File: config.mk
export PLATFORM = sky130hd
export DESIGN_NAME = egsa_ctrl
export DESIGN_NICKNAME = d
export VERILOG_FILES = /design/src/hw/rtl/egsa_pkg.sv /design/src/hw/rtl/egsa_ctrl.sv
export SDC_FILE = /design/constraint.sdc
export NUM_CORES = 1
export LEC_CHECK = 0
export BUFFER_PORTS_ARGS = -buffer_cell sky130_fd_sc_hd__buf_2
export CORE_AREA = 2 2 39 41
export CTS_BUF_LIST = sky130_fd_sc_hd__clkbuf_4
export CTS_CLUSTER_DIAMETER = 200
export DETAILED_ROUTE_END_ITERATION = 8
export DIE_AREA = 0 0 41 43
export PLACE_DENSITY_LB_ADDON = 0.1
export SLEW_MARGIN = 10
export SYNTH_ARGS = -nofsm -noshare
export SYNTH_HDL_FRONTEND = slang
export SYNTH_SLANG_ARGS = --single-unit
File: constraint.sdc
create_clock -name clk -period 1.7 [get_ports clk]
set_input_delay 0.085 -clock clk [delete_from_list [all_inputs] [get_ports clk]]
set_output_delay 0.085 -clock clk [all_outputs]
set_load 0.1 [all_outputs]
File: src/hw/rtl/egsa_pkg.sv
// Shared types, codes and sizes of the embedding gradient scatter-accumulate engine.
`default_nettype none
package egsa_pkg;

  localparam int unsigned DEF_MAX_ROWS  = 1024;
  localparam int unsigned DEF_MAX_COLS  = 64;
  localparam int unsigned DEF_ACC_WIDTH = 40;

  localparam int unsigned CFG_IDX_W  = 2;
  localparam int unsigned CFG_DATA_W = 11;
  localparam int unsigned CNT_W      = 16;

  // Command codes.
  localparam logic [1:0] CMD_ACC = 2'd0;
  localparam logic [1:0] CMD_RD  = 2'd1;
  localparam logic [1:0] CMD_CLR = 2'd2;
  localparam logic [1:0] CMD_BAD = 2'd3;

  // Result status codes.
  localparam logic [1:0] ST_OK  = 2'd0;
  localparam logic [1:0] ST_PAD = 2'd1;
  localparam logic [1:0] ST_RNG = 2'd2;
  localparam logic [1:0] ST_SAT = 2'd3;

  // Configuration register indexes.
  localparam logic [CFG_IDX_W-1:0] REG_PAD   = 2'd0;
  localparam logic [CFG_IDX_W-1:0] REG_SCALE = 2'd1;
  localparam logic [CFG_IDX_W-1:0] REG_ROWS  = 2'd2;
  localparam logic [CFG_IDX_W-1:0] REG_COLS  = 2'd3;

  typedef struct packed {
    logic [1:0]         cmd;
    logic [9:0]         row_index;
    logic [5:0]         column;
    logic signed [31:0] grad_value;
  } egsa_in_t;

  typedef struct packed {
    logic signed [31:0] result_value;
    logic [1:0]         status;
  } egsa_out_t;

  typedef enum logic [2:0] {
    S_CLR, S_IDLE, S_RD, S_CALC, S_DIV, S_FIN, S_DONE
  } egsa_state_t;

  typedef struct packed {
    logic clr;
    logic load;
    logic rd;
    logic calc;
    logic div_step;
    logic fin;
    logic out_load;
  } egsa_cmd_t;

  typedef struct packed {
    logic clr_last;
    logic need_div;
    logic div_last;
    logic out_free;
  } egsa_stat_t;

endpackage
`default_nettype wire

File: src/hw/rtl/egsa_ctrl.sv
// Controller state machine of the gradient engine.
`default_nettype none
module egsa_ctrl import egsa_pkg::*; (
  input  wire logic       clk,
  input  wire logic       rst_n,
  input  wire logic       in_valid,
  output logic            in_ready,
  input  wire egsa_stat_t stat,
  output egsa_cmd_t       cmd
);

  egsa_state_t state_r, state_nxt;

  always_ff @(posedge clk) begin
    if (!rst_n) begin
      state_r <= S_CLR;
    end else begin
      state_r <= state_nxt;
    end
  end

  always_comb begin
    state_nxt = state_r;
    unique case (state_r)
      S_CLR:  if (stat.clr_last) state_nxt = S_IDLE;
      S_IDLE: if (in_valid) state_nxt = S_RD;
      S_RD:   state_nxt = S_CALC;
      S_CALC: state_nxt = stat.need_div ? S_DIV : S_DONE;
      S_DIV:  if (stat.div_last) state_nxt = S_FIN;
      S_FIN:  state_nxt = S_DONE;
      S_DONE: if (stat.out_free) state_nxt = S_IDLE;
      default: state_nxt = S_CLR;
    endcase
  end

  always_comb begin
    cmd      = '0;
    in_ready = 1'b0;
    unique case (state_r)
      S_CLR:  cmd.clr = 1'b1;
      S_IDLE: begin
        in_ready = 1'b1;
        cmd.load = in_valid;
      end
      S_RD:   cmd.rd = 1'b1;
      S_CALC: cmd.calc = 1'b1;
      S_DIV:  cmd.div_step = 1'b1;
      S_FIN:  cmd.fin = 1'b1;
      S_DONE: cmd.out_load = stat.out_free;
      default: cmd = '0;
    endcase
  end

endmodule
`default_nettype wire

After elaboration in Yosys (flattened, before gate mapping)
Cells that the tools add are included.
Widths: inputs -> output; s select.
{"block": "op_classes", "n_mux": 14, "n_reduce_logical": 2, "eq_ne": 10}
{"cell": "$pmux 3 s7", "n": 1}
{"cell": "$mux 3", "n": 4}
{"cell": "$eq 3x3->1 const B", "n": 3}
{"cell": "$mux 1", "n": 8}
{"cell": "$ne 2x2->1 const B", "n": 4}
{"cell": "$eq 3x2->1 const B", "n": 2}
{"cell": "$reduce_and 4->1", "n": 1}
{"cell": "$eq 3x1->1 const B", "n": 1}
{"cell": "$logic_not 3->1", "n": 1}
{"cell": "$mux 2", "n": 1}
{"block": "totals", "regBits": 3}

Longest topological paths before layout
{"block": "logic_depth", "ltp_word": 3, "mapped_depth": 4, "mapped_depth_nobuf": 3}

Worst setup path before layout
No wires, ideal clock.
{"block": "synth_path", "path_kind": "register -> output", "startpoint": "register state_r[1]", "endpoint": "output port cmd[4] (netlist name)", "stages_incl_launch_ff": 3, "path_slack_ns": -1.139, "required_time_ns": 1.615, "t_arrival_ns": 2.754, "n_path_buf": 1, "path_cell_list": "dfxtp_1 > buf_2 > nor3b_1"}
{"element": "from (decl)", "line": "egsa_ctrl.sv:12", "source": "egsa_state_t state_r, state_nxt;"}
{"element": "from (signal assigned)", "line": "egsa_ctrl.sv:18", "source": "state_r <= state_nxt;"}
{"element": "to (decl)", "line": "egsa_ctrl.sv:9", "source": "output egsa_cmd_t cmd"}

==> flow_metrics.env <==
export IMPL_status="completed"
export IMPL_fmax_ghz=0.644
export IMPL_htreeDepth=1
export IMPL_grt_pass1_wl_mm=1.10
export IMPL_gp_congestion=0.665
export IMPL_fin_crit_ps=1550
export IMPL_syn_nets=39
export IMPL_grt_setup_unrepaired="no"
export IMPL_end_kind="output port"
export IMPL_grt_overflow_total=0
export IMPL_largest_reg_flops=3
export IMPL_synth_top_cell_by_area="dfxtp_1"
export IMPL_cap_violations=0
export IMPL_wirelength_um=612
export IMPL_grt_pass1_vias=259
export IMPL_crit_path_start_kind="flip-flop"
export IMPL_slew_headroom_pct=67.7
export IMPL_hpwlAfterDp_um=465
export IMPL_worstMarginPinSlew_ps=487
export IMPL_antenna_found_initial=0
export IMPL_ir_drop_uv=375
export IMPL_hold_viol=0
export IMPL_hp_class="in2reg"
export IMPL_design_die_area_um2=1760
export IMPL_clock_sinks=3
export IMPL_critPathMaxFanout=12
export IMPL_drv_slew=0
export IMPL_vias=258
export IMPL_dr_pass1_iters=2
export IMPL_final_common_cell="buf_2"
export IMPL_yosys_warnings=0
export IMPL_die_x_um=41
export IMPL_ys_top_cells_by_area="dfxtp_1, o21ai_0, nor2_1"
export IMPL_clock_tree_root_cell="clkbuf_4"
export IMPL_final_antenna_net_count=0
export IMPL_ys_types=19
export IMPL_route_detailed_drc=0
export IMPL_hold_buffers=0
export IMPL_chipHeight_um=43
export IMPL_cts_buffer_depth=2
export IMPL_grtUsageTotal_pct=9.42
export IMPL_synth_area_per_cell_um2=7.31
export IMPL_power_leakage_nw=0.175
export IMPL_io_buffers=14
export IMPL_place_inst=59
export IMPL_post_route_util_pct=29.4
export IMPL_area_growth_synth_to_final_pct=73.8
export IMPL_pwr_density_cell_nw_per_um2=1010
export IMPL_wl_per_cell_um=9.71
export IMPL_critPathRequiredTime_ps=1620
export IMPL_tns_ps=0
export IMPL_std_cell_rows=14
export IMPL_nets=55
export IMPL_cts_buffers=3
export IMPL_drive_gt1_share_pct=59.6
export IMPL_fin_crit_sh_pct=91.3
export IMPL_antenna_cells=0
export IMPL_setup_viol=0
export IMPL_syn_inst=32
export IMPL_most_common_layout_cells="buf_2, o21ai_0, clkbuf_4"
export IMPL_reg_top3="state_r x3"
export IMPL_ioPinCount=15
export IMPL_yosys_area_top_type_share_pct=25.7
export IMPL_crit_type="reg2out"
export IMPL_core_um2=1380
export IMPL_critPathArrivalTime_ps=1470
export IMPL_viasPerCell=4.10
export IMPL_fin_cells=63
export IMPL_start_util_pct=16.9
export IMPL_first_iter_violations=3
export IMPL_whs_ps=109
export IMPL_total_power_mw=0.409
export IMPL_ys_ff_latch=3
export IMPL_fin_skew_ps=0.293
export IMPL_synth_area_um2=234
export IMPL_grt_max_degree=14
export IMPL_clock_latency_ps=230
export IMPL_largest_register="state_r"
export IMPL_yosysSeqAreaShare_pct=25.7
export IMPL_clk_pin_slew_ps=40
export IMPL_cts_tree="yes"
critical path, cell delays in order (launching register included):
cell	delay [ps]
dfxtp_2	440
nor3b_4	220
and2_4	150
buf_2	410
routing by layer:
layer	vias to the layer above	wire [um]	track usage [%]	share of wire, %
li1	141	-	-	-
met1	109	274	12.1	45
met2	8	298	12.8	49
met3	0	39	3.14	6.4
met4	0	0	6.00	0
met5	-	0	0	0
synthesized netlist by cell type:
cell	instances
or4b_1	1
and2_1	1
o31ai_1	1
a21oi_1	2
nor2_1	4
o21ai_0	4
buf_6	1
nor3_1	2
mux2i_1	1
or2b_1	1
inv_1	1
buf_2	2
nand3_1	1
or2_0	1
nor3b_2	1
nor3b_1	1
dfxtp_1	3
and3b_2	1
nand2_1	3
cell families after synthesis:
kind of cell	share of synthesized area [%]
mux	4.28
flops	25.7
compound gates	16.0
simple gates	43.3
buf+inv	10.7
worst paths after layout:
check / cells past startpoint / endpoint / slack [ps] / startpoint
setup reg to reg: 3 / state_r[0] / 470 / state_r[1]
hold reg to reg: 2 / state_r[1] / 600 / state_r[1]
hold / removal: 3 / state_r[2] / 110 / rst_n
setup / recovery: 3 / cmd[5] / 150 / state_r[0]
timing repair:
| item | 4_1_cts | 5_1_grt |
|---|---|---|
| setup endpoints to repair | 0 | 1 |
| buffers inserted | 0 | 0 |
| resized for setup | 0 | 1 |
area by class of cell:
type | instances | area [um2]
Fill cell | 155 | 977
Timing Repair Buffer | 14 | 115
Multi-Input combinational cell | 25 | 175
Tap cell | 16 | 20.0
Clock buffer | 4 | 30.0
Sequential cell | 3 | 62.6
Inverter | 1 | 3.75
report_power, final:
group / internal, mW / total (mW) / leakage (nW) / switching, mW
registers: 0.0782 / 0.0993 / 0.0253 / 0.0211
logic: 0.0420 / 0.166 / 0.131 / 0.124
clock network: 0.104 / 0.144 / 0.0184 / 0.0402
total: 0.224 / 0.409 / 0.175 / 0.185
through the flow:
step / area, um2 / setup slack (ps)
2_1_floorplan: 274 / -186
3_3_place_gp: 375 / 329
3_5_place_dp: 375 / 315
4_1_cts: 405 / 68.4
5_1_grt: 407 / 45.9
6_report: 407 / 148
Note: power is estimated with default switching activity, not from simulation.
